<file path="src/rtl/core/assert_macros.svh">
// Assertion helper macros shared by the RTL.
`ifndef ASSERT_MACROS_SVH
`define ASSERT_MACROS_SVH

// Assert a property under clock and synchronous reset.
`define ASSERT_CLK(label, clk, rst, prop, msg) \
   label: assert property (@(posedge clk) disable iff (rst) (prop)) else $error(msg);

// Assert a property that must also hold during reset.
`define ASSERT_ALWAYS(label, clk, prop, msg) \
   label: assert property (@(posedge clk) (prop)) else $error(msg);

`endif

</file>
<file path="src/rtl/core/sack_pkg.sv">
`timescale 1ns / 1ps
// ----------------------------------------------------------------------------
// sack_pkg
// Shared types, constants and helpers of the selective acknowledgment
// receiver scoreboard.
// ----------------------------------------------------------------------------
package sack_pkg;

   localparam int unsigned BoardEntries   = 64;
   localparam int unsigned ReportedBlocks = 5;
   localparam logic [30:0] WindowReset    = 31'd819200;

   typedef enum logic [3:0] {
      ST_IDLE,
      ST_CHECK,
      ST_SCAN_RD,
      ST_SCAN,
      ST_WRFRONT,
      ST_POP_RD,
      ST_POP,
      ST_EMIT_RD,
      ST_EMIT
   } state_type;

   // Controller to datapath commands.
   typedef struct packed {
      logic load_req;
      logic restart;
      logic count_rx;
      logic count_dup;
      logic scan_start;
      logic scan_step;
      logic write_front;
      logic pop_start;
      logic pop_step;
      logic pop_finish;
      logic emit_start;
      logic emit_step;
      logic ack_done;
      logic set_deferred;
   } cmd_type;

   // Datapath to controller status.
   typedef struct packed {
      logic new_track;
      logic out_window;
      logic stale;
      logic in_order;
      logic scan_last;
      logic pop_none;
      logic pop_last;
      logic emit_last;
      logic deferred;
   } status_type;

   function automatic logic seq_before(input logic [31:0] a, input logic [31:0] b);
      logic [31:0] d;
      begin
         d = a - b;
         return d[31];
      end
   endfunction

endpackage

</file>
<file path="src/rtl/core/sack_ctrl.sv">
`timescale 1ns / 1ps
// ----------------------------------------------------------------------------
// sack_ctrl
// Packet sequencer: classify, scan and merge, pop front, emit report.
// ----------------------------------------------------------------------------
`include "assert_macros.svh"
module sack_ctrl (
   input  logic                  clock,
   input  logic                  reset,
   input  logic                  req_tvalid,
   output logic                  req_tready,
   input  logic                  rsp_fire,
   input  logic                  rsp_busy,
   input  sack_pkg::status_type  status,
   output sack_pkg::cmd_type     cmd,
   output logic                  rsp_load
);

   sack_pkg::state_type state_ff, state_in;

   always_ff @(posedge clock) begin
      if (reset) begin
         state_ff <= sack_pkg::ST_IDLE;
      end else begin
         state_ff <= state_in;
      end
   end

   always_comb begin
      state_in = state_ff;
      case (state_ff)
         sack_pkg::ST_IDLE: begin
            if (req_tvalid) state_in = sack_pkg::ST_CHECK;
         end
         sack_pkg::ST_CHECK: begin
            if (status.new_track || status.out_window || status.stale) begin
               state_in = sack_pkg::ST_EMIT_RD;
            end else begin
               state_in = sack_pkg::ST_SCAN_RD;
            end
         end
         sack_pkg::ST_SCAN_RD: state_in = sack_pkg::ST_SCAN;
         sack_pkg::ST_SCAN: begin
            if (status.scan_last) state_in = sack_pkg::ST_WRFRONT;
            else state_in = sack_pkg::ST_SCAN_RD;
         end
         sack_pkg::ST_WRFRONT: begin
            if (!status.in_order) state_in = sack_pkg::ST_EMIT_RD;
            else if (status.pop_none) begin
               if (status.deferred) state_in = sack_pkg::ST_EMIT_RD;
               else state_in = sack_pkg::ST_IDLE;
            end else state_in = sack_pkg::ST_POP_RD;
         end
         sack_pkg::ST_POP_RD: state_in = sack_pkg::ST_POP;
         sack_pkg::ST_POP: begin
            if (status.pop_last) begin
               if (status.deferred) state_in = sack_pkg::ST_EMIT_RD;
               else state_in = sack_pkg::ST_IDLE;
            end else state_in = sack_pkg::ST_POP_RD;
         end
         sack_pkg::ST_EMIT_RD: begin
            if (!rsp_busy) state_in = sack_pkg::ST_EMIT;
         end
         sack_pkg::ST_EMIT: begin
            if (status.emit_last) state_in = sack_pkg::ST_IDLE;
            else state_in = sack_pkg::ST_EMIT_RD;
         end
         default: state_in = sack_pkg::ST_IDLE;
      endcase
   end

   always_comb begin
      cmd = '0;
      req_tready = 1'b0;
      rsp_load = 1'b0;
      case (state_ff)
         sack_pkg::ST_IDLE: begin
            req_tready = 1'b1;
            cmd.load_req = req_tvalid;
         end
         sack_pkg::ST_CHECK: begin
            cmd.restart = status.new_track;
            cmd.count_rx = !status.new_track && !status.out_window;
            cmd.count_dup = !status.new_track && !status.out_window && status.stale;
            cmd.scan_start = !(status.new_track || status.out_window || status.stale);
            cmd.emit_start = status.new_track || status.out_window || status.stale;
         end
         sack_pkg::ST_SCAN: cmd.scan_step = 1'b1;
         sack_pkg::ST_WRFRONT: begin
            cmd.write_front = 1'b1;
            cmd.pop_start = status.in_order;
            cmd.emit_start = !status.in_order;
         end
         sack_pkg::ST_POP: cmd.pop_step = 1'b1;
         sack_pkg::ST_EMIT_RD: ;
         sack_pkg::ST_EMIT: begin
            cmd.emit_step = 1'b1;
            rsp_load = 1'b1;
            cmd.ack_done = status.emit_last;
         end
         default: ;
      endcase
      if ((state_ff == sack_pkg::ST_WRFRONT && status.in_order && status.pop_none) ||
          (state_ff == sack_pkg::ST_POP && status.pop_last)) begin
         cmd.pop_finish = 1'b1;
         cmd.set_deferred = !status.deferred;
         cmd.emit_start = status.deferred;
      end
   end

   `ASSERT_CLK(a_ready_idle, clock, reset,
      req_tready |-> state_ff == sack_pkg::ST_IDLE, "ready outside idle")
   `ASSERT_CLK(a_load_free, clock, reset,
      rsp_load |-> !rsp_busy || rsp_fire, "response overwritten")
   `ASSERT_CLK(a_one_cmd, clock, reset,
      $countones({cmd.scan_step, cmd.pop_step, cmd.emit_step}) <= 1, "overlapping steps")

endmodule

</file>
<file path="config.mk">
export PLATFORM = sky130hd
export DESIGN_NAME = sack_ctrl
export DESIGN_NICKNAME = d
export VERILOG_FILES = /design/src/rtl/core/sack_pkg.sv /design/src/rtl/core/sack_ctrl.sv
export VERILOG_INCLUDE_DIRS = /design/src /design/src/rtl/core
export SDC_FILE = /design/constraint.sdc
export NUM_CORES = 1
export LEC_CHECK = 0
export BUFFER_PORTS_ARGS = -buffer_cell sky130_fd_sc_hd__buf_2
export CAP_MARGIN = 15
export CORE_MARGIN = 2
export CORE_UTILIZATION = 37
export CTS_CLUSTER_DIAMETER = 40
export DETAILED_ROUTE_END_ITERATION = 6
export GPL_TIMING_DRIVEN = 1
export PLACE_DENSITY = 0.83
export SLEW_MARGIN = 20
export SYNTH_ARGS = -nofsm -noshare
export SYNTH_HDL_FRONTEND = slang
export SYNTH_SLANG_ARGS = --single-unit
</file>
<file path="constraint.sdc">
create_clock -name clock -period 1.46 [get_ports clock]
set_clock_uncertainty 0.1 [all_clocks]
set_input_delay 0 -clock clock [delete_from_list [all_inputs] [get_ports clock]]
set_output_delay 0 -clock clock [all_outputs]
set_load 0.01 [all_outputs]
</file>
* After elaboration in Yosys (flattened, before gate mapping)
Cells that the tools add are included.
** Storage, ports and cells
- Register bits after elaboration :: 4
- Latch bits :: 0
- Bits in writable memories :: 0
- Bits in read-only memories :: 0
- Bits of input ports :: 14
- Output and inout port bits :: 16
- Logic and storage cells :: 47
- Memories :: 0
** Cells by class
- $add $sub $neg :: 0
- $mul :: 0
- Div/mod/pow operators :: 0
- Magnitude comparators :: 0
- Equal/unequal tests :: 10
- Shifts and indexed selects :: 0
- Mux-type cells :: 21
- Bitwise logic cells :: 0
- Reductions and logical operators :: 15
** Operator list (count)
- $pmux W4 S9 :: 1
- $mux W4 :: 6
- $eq A4 B3 Y1 const B :: 4
- $mux W3 :: 4
- $eq A4 B2 Y1 const B :: 2
- $mux W1 :: 6
- $mux W2 :: 3
- $logic_and A1 B1 Y1 :: 5
- $logic_not A1 Y1 :: 5
- $eq A4 B1 Y1 const B :: 1
- $eq A4 B4 Y1 const B :: 1
- $logic_not A4 Y1 :: 1
- $ne A2 B2 Y1 const B :: 2
- $logic_or A1 B1 Y1 :: 3
- $pmux W1 S2 :: 1
- $reduce_and A2 Y1 :: 1

* Depth between registers and ports, before layout
Gate-level depths: netlist of the first run.
- Word-level depth :: 5
- Depth in mapped cells :: 5
- Gate-level depth less buffers :: 4

* Least setup slack after synthesis of the first run
Ideal clock, no wire load.
- Path kind :: register to register
- Start point :: register state_ff[2]
- End point :: register state_ff[0]
- Library setup time :: 0.079 ns
- Arrival time :: 1.176 ns
- Data required time :: 1.281 ns
- Path slack :: 0.105 ns
- Stages on the path, launching flop included :: 5
- Buffers on the path :: 1
- Clock period less this slack :: 1.355 ns
- Cell sequence :: dfxtp_1 > buf_6 > nor3_2 > mux2_2 > a211oi_2
** On the way
- Word-level cells in the longest chain between the ends :: 3
- Elaborated cells on any way between the ends :: 13
- Those cells by class :: eq/ne: 10; mux: 1; reduce/logical: 2
** Ends and longest elaborated chain
- start, declared :: line sack_ctrl.sv:19 : sack_pkg::state_type state_ff, state_in;
- start signal, assigned :: line sack_ctrl.sv:23 : state_ff <= sack_pkg::ST_IDLE;
- start signal, assigned :: line sack_ctrl.sv:25 : state_ff <= state_in;
- $eq A4 B3 Y1 or $logic_not A4 Y1 (tied branches) :: line sack_ctrl.sv:31 : case (state_ff)
- $ne A2 B2 Y1 (no source line)
- $reduce_and A2 Y1 (no source line)
Several ways; a longest one is shown, not always the timed one.
A chain may end at the register's enable or synchronous reset.

==> results.py, run 1 <==
metrics = {
    "floorplanning": {
        "die_y_um": 41.2,
        "rows": 13,
        "initial_utilization": 0.394,
        "coreArea_um2": 1300,
        "fp.dieW_um": 41.2,
        "dieArea_um2": 1700,
        "ioPinCount": 30,
    },
    "synth": {
        "syn-mean-instance-area_um2": 7.77,
        "yosys-top-cells-area": "dfxtp_1 (16%), buf_6 (8.8%), and2_1 (6.1%)",
        "synth.most_common_cell": "nand2_1",
        "synth-seq-cells": 4,
        "synth_top_cells_by_count": "nand2_1 (8), nor2_1 (6), and2_1 (5), inv_1 (5)",
        "synth_top_flop_cell": "dfxtp_1",
        "synth_area_leader_cell": "dfxtp_1",
        "syn_area_um2": 513,
        "synth_edf_count": 0,
        "yosysSeqAreaShare": 0.156,
        "syn_nets": 80,
        "yosysTopAreaCellShare": 0.156,
        "yosysWarnings": 0,
        "synth_cell_type_count": 32,
        "syn_inst": 66,
        "ys_async_sr_fraction": 0,
    },
    "detailed_routing": {
        "vias_per_cell": 5.01,
        "drt_iter0_markers": 11,
        "vias": 611,
        "ant_nets": 0,
        "wl_um": 1530,
        "drtPass1Iterations": 4,
        "wire_per_inst_um": 12.5,
        "drc": 0,
    },
    "power_and_ir_drop": {
        "p_leak_nw": 0.424,
        "comb_power_share": 0.717,
        "p_clk_frac": 0.095,
        "powerDensity_nw_per_um2": 1720,
        "p_sw_frac": 0.423,
        "seqPwrFrac": 0.188,
        "switchingPower_uw": 611,
        "vdd_drop_max_v": 0.000981,
        "p_int_uw": 834,
        "finalPower_mw": 1.44,
    },
    "placed_design": {
        "place_congestion": 0.837,
        "hpwl_um": 970,
        "io_buffers": 28,
    },
    "cells_and_area": {
        "reg_top3": "state_ff (4)",
        "seqCellArea_um2": 92.6,
        "top_register": "state_ff",
        "multi_input_area_um2": 412,
        "fin_util": 0.646,
        "nFillCells": 111,
        "diodes": 0,
        "synthToLayoutAreaGrowth_pct": 63.9,
        "nets": 123,
        "largest_register_ffs": 4,
        "drive_gt1_frac": 0.598,
    },
    "worst_hold_path": {
        "hp-class": "input port to flop",
        "hold_depth": 4,
        "holdPathEnd": "state_ff[0]$_SDFFE_PP0P_",
        "min_from": "req_tvalid",
    },
    "sta": {
        "max_freq_mhz": 631,
        "slew_headroom": 0.668,
        "period_share": 1.09,
        "rsz0062_at_grt": "true",
        "slew_violations": 0,
        "worst_pin_slew_ns": 0.495,
        "hold_viol": 0,
        "setup_slack_ns": -0.126,
        "finalSetupViolations": 2,
        "hold_ws_ns": 0.0755,
        "fin_crit_ns": 1.59,
    },
    "grt": {
        "use_met1": 0.219,
        "grt_max_degree": 9,
        "grt_use_met3": 0.0652,
        "grt_pass1_vias": 499,
        "grt_overflow": 0,
        "use_met2": 0.348,
        "grt_antenna_before_repair": 0,
        "busiest_layer": "met2",
        "grt_pass1_wl_um": 2080,
        "grt_util_all_layers": 0.188,
    },
    "worst_setup_path": {
        "startpoint_type": "flop",
        "arrival_ns": 1.49,
        "r2r_slack_ns": -0.02,
        "crit_type": "flop to output port",
        "r2r-start": "state_ff[0]$_SDFFE_PP0P_",
        "reg2reg_to": "state_ff[0]$_SDFFE_PP0P_",
        "reg2regPathDepth": 4,
        "cp-end-kind": "output port",
        "cp_max_fo": 8,
        "cp_data_required_time_ns": 1.36,
    },
    "run_status": {
        "status": "finished with violations",
        "failed_checks": "negative setup slack",
    },
    "cts": {
        "worstSkewPairLatency_ns": 0.24,
        "cts_tree": "yes",
        "clockBufferDepth": 2,
        "ctsRootBufferMaster": "clkbuf_4",
        "cts.clk_slew.worst_paths_ns": 0.04,
        "cts_buffers": 3,
        "clock-sinks": 4,
        "htree_levels": 1,
    },
    "job": {
        "drv_cap": 0,
    },
}
placed cells by master (no fill, tap or decap):
cell type,count
buf_2,26
buf_4,11
nand2_1,8
inv_1,5
nor2_1,4
and2_1,3
clkbuf_4,3
dlygate4sd3_1,3
buf_6,3
dfxtp_4,3
nor2_2,2
nor3_1,2
and2_4,2
nor2b_1,2
o21ai_1,2
nand2b_1,2
a21oi_1,2
o21ai_0,2
nor4_4,1
nor3b_2,1
nor4b_4,1
and3_1,1
nand3b_4,1
nor3_4,1
o22ai_2,1
mux2_4,1
a211oi_1,1
o21bai_1,1
nor3_2,1
and4b_1,1
a32oi_2,1
a31oi_1,1
and2b_1,1
and3_4,1
mux2_2,1
a211oi_2,1
nor3b_1,1
nand4b_1,1
a21oi_2,1
dfxtp_2,1
worst max-delay path by stage:
stage	endpoint	slack (ns)	cells after the start	start
final	cmd[3]	-0.13	4	state_ff[3]$_SDFFE_PP0P_
after global routing	cmd[3]	-0.18	4	state_ff[2]$_SDFFE_PP0P_
after CTS	cmd[3]	-0.09	5	state_ff[1]$_SDFFE_PP0P_
after detailed placement	cmd[3]	-0.001	5	state_ff[1]$_SDFFE_PP0P_
after global placement	state_ff[0]$_SDFFE_PP0P_	0.03	4	state_ff[3]$_SDFFE_PP0P_
after floorplan	state_ff[0]$_SDFFE_PP0P_	0.10	4	state_ff[2]$_SDFFE_PP0P_
worst max-delay path, stage by stage (launching register included):
cell     delay (ns)
dfxtp_2        0.37
nor3b_2        0.25
and2_4         0.20
mux2_4         0.30
buf_6          0.12
layer usage:
metal,up-vias,routed length (µm)
met5,-,0
met1,282,623
li1,312,-
met3,0,59
met2,17,844
met4,0,0
power groups by stage:
stage / Sequential [mW] / Clock (mW) / Combinational, mW
floorplan: 0.208 / 0 / 0.574
global placement: 0.246 / 0 / 0.728
detailed placement: 0.251 / 0 / 0.739
CTS: 0.267 / 0.141 / 0.919
global route: 0.284 / 0.149 / 1.11
finish: 0.272 / 0.137 / 1.04
per-stage QoR:
step / setup WS [ns] / cells / cell area (µm²) / TNS [ns]
2_1_floorplan: 0.105 / 66 / 513 / 0
3_3_place_gp: 0.0322 / 111 / 672 / 0
3_5_place_dp: -0.00146 / 111 / 672 / -0.00146
4_1_cts: -0.0935 / 121 / 797 / -0.0935
5_1_grt: -0.179 / 122 / 841 / -0.448
6_report: -0.126 / 122 / 841 / -0.149
timing repair:
action                                  4_1_cts  5_1_grt
endpoints found under the setup margin        4        9
hold buffers                                  3        0
setup buffers                                 4        1
hold endpoints to repair                      4        0
pin swaps                                     4        4
resized for setup                            13        8
cell type report:
type,instances,area share
multi-input cells,52,0.490
inverters,5,0.0223
repair buffers,43,0.329
flip-flops and latches,4,0.110
clock buffers,3,0.0268
well taps,15,0.0223
kinds of logic after synthesis:
logic type | synth area share
simple gates | 0.476
compound gates | 0.185
buf+inv | 0.139
flops | 0.156
mux | 0.0439
Note: power is estimated with default switching activity, not from simulation.
==> run 2, diff against run 1 <==
--- a/config.mk
+++ b/config.mk
@@ -14,6 +14,7 @@
 export DETAILED_ROUTE_END_ITERATION = 6
 export GPL_TIMING_DRIVEN = 1
 export PLACE_DENSITY = 0.83
+export REMOVE_ABC_BUFFERS = 1
 export SLEW_MARGIN = 20
 export SYNTH_ARGS = -nofsm -noshare
 export SYNTH_HDL_FRONTEND = slang
==> results.py, run 2 (same netlist as run 1, synthesis figures left out) <==
metrics = {
    "job": {
        "drv_cap": 0,
    },
    "sta": {
        "worst_pin_slew_ns": 0.414,
        "fin_crit_ns": 1.55,
        "setup_slack_ns": -0.0891,
        "slew_violations": 0,
        "timing.setup.tns_ns": -0.113,
        "hold_viol": 0,
        "finalSetupViolations": 3,
        "slew_headroom": 0.722,
        "rsz0062_at_grt": "true",
        "hold_ws_ns": 0.0797,
        "max_freq_mhz": 646,
        "period_share": 1.06,
    },
    "worst_setup_path": {
        "crit_type": "flop to output port",
        "cp-end-kind": "output port",
        "startpoint_type": "flop",
        "r2r-start": "state_ff[0]$_SDFFE_PP0P_",
        "arrival_ns": 1.45,
        "critPathSlowestCell": "dfxtp_4",
        "r2r_slack_ns": -0.01,
        "cp_data_required_time_ns": 1.36,
        "reg2regPathDepth": 4,
        "max_stage_delay_ns": 0.39,
        "reg2reg_to": "state_ff[0]$_SDFFE_PP0P_",
        "cp_max_fo": 8,
        "crit_chain": "nor3b_4 -> and2_4 -> mux2_4 -> buf_6",
    },
    "cells_and_area": {
        "largest_register_ffs": 4,
        "final_cell_mix": "buf_2 (25), buf_4 (12), nand2_1 (8), nor2_1 (6), inv_1 (5)",
        "top_register": "state_ff",
        "nFillCells": 111,
        "final_common_cell": "buf_2",
        "reg_top3": "state_ff (4)",
        "final_area_um2": 841,
        "fin_util": 0.646,
        "seqCellArea_um2": 95.1,
        "nets": 125,
        "diodes": 0,
        "drive_gt1_frac": 0.587,
        "multi_input_area_um2": 390,
        "fin_cells": 124,
        "synthToLayoutAreaGrowth_pct": 63.9,
    },
    "grt": {
        "grt_pass1_wl_um": 2210,
        "grt_overflow": 0,
        "grt_max_degree": 10,
        "grt_util_all_layers": 0.195,
        "grt_antenna_before_repair": 0,
        "grt_pass1_vias": 565,
    },
    "run_status": {
        "failed_checks": "negative setup slack",
        "status": "finished with violations",
    },
    "cts": {
        "clockBufferDepth": 2,
        "cts_tree": "yes",
        "worstSkewPairLatency_ns": 0.24,
        "cts_buffers": 3,
        "clock-sinks": 4,
        "cts.clk_slew.worst_paths_ns": 0.04,
        "ctsRootBufferMaster": "clkbuf_4",
        "htree_levels": 1,
    },
    "floorplanning": {
        "initial_utilization": 0.394,
        "fp.dieW_um": 41.2,
        "dieArea_um2": 1700,
        "die_y_um": 41.2,
        "ioPinCount": 30,
        "coreArea_um2": 1300,
        "rows": 13,
    },
    "power_and_ir_drop": {
        "finalPower_mw": 1.38,
        "p_leak_nw": 0.420,
        "vdd_drop_max_v": 0.000835,
        "powerDensity_nw_per_um2": 1640,
    },
    "detailed_routing": {
        "drtPass1Iterations": 4,
        "ant_nets": 0,
        "wl_um": 1670,
        "drc": 0,
        "vias_per_cell": 5.23,
        "wire_per_inst_um": 13.5,
        "vias": 649,
        "drt_iter0_markers": 10,
    },
    "placed_design": {
        "post-place-ws_ns": -0.00624,
        "io_buffers": 28,
        "dpl-instance-area_um2": 687,
        "dp_cells": 113,
        "hpwl_um": 1070,
        "place_congestion": 0.846,
    },
    "worst_hold_path": {
        "holdPathEnd": "state_ff[0]$_SDFFE_PP0P_",
        "min_from": "req_tvalid",
        "hp-class": "input port to flop",
        "hold_depth": 4,
    },
}
[run 2: area by class of cell]
type	instances	area share
flip-flops and latches	4	0.113
inverters	5	0.0223
multi-input cells	52	0.464
repair buffers	45	0.351
clock buffers	3	0.0268
well taps	15	0.0223
[run 2: power breakdown]
group | switching, mW | leakage, nW | internal (mW)
sequential | 0.108 | 0.0356 | 0.174
combinational | 0.427 | 0.370 | 0.527
clock | 0.0480 | 0.0138 | 0.0921
total | 0.582 | 0.420 | 0.794
[run 2: timing repair]
action                                  4_1_cts  5_1_grt
hold endpoints to repair                      4        0
pin swaps                                     2        0
gates cloned                                  0        0
setup buffers                                 2        3
hold buffers                                  3        0
gates resized for setup                      11        9
endpoints found under the setup margin       11       11
[run 2: worst max path at each step]
| stage | endpoint | startpoint | slack [ns] | cells past startpoint |
|---|---|---|---|---|
| detailed placement | cmd[3] | state_ff[1]$_SDFFE_PP0P_ | -0.006 | 5 |
| global route | cmd[3] | state_ff[2]$_SDFFE_PP0P_ | -0.13 | 4 |
| global placement | cmd[3] | state_ff[1]$_SDFFE_PP0P_ | 0.03 | 5 |
| finish | cmd[3] | state_ff[2]$_SDFFE_PP0P_ | -0.09 | 4 |
| floorplan | cmd[3] | state_ff[1]$_SDFFE_PP0P_ | 0.05 | 4 |
| CTS | cmd[3] | state_ff[2]$_SDFFE_PP0P_ | -0.05 | 4 |
[run 2: per-layer routing]
layer,routed length [µm],track usage,up-vias
li1,-,-,317
met1,698,0.211,295
met2,811,0.367,28
met3,86,0.0217,9
met4,74,0.0968,0
met5,0,0,-
[run 2: worst max-delay path: cells and delay by family, from the launching register on]
| family | cells | cell delay [ns] |
|---|---|---|
| DFF | 1 | 0.39 |
| muxes | 1 | 0.30 |
| and+or+nand+nor | 2 | 0.40 |
| buffers and inverters | 1 | 0.12 |
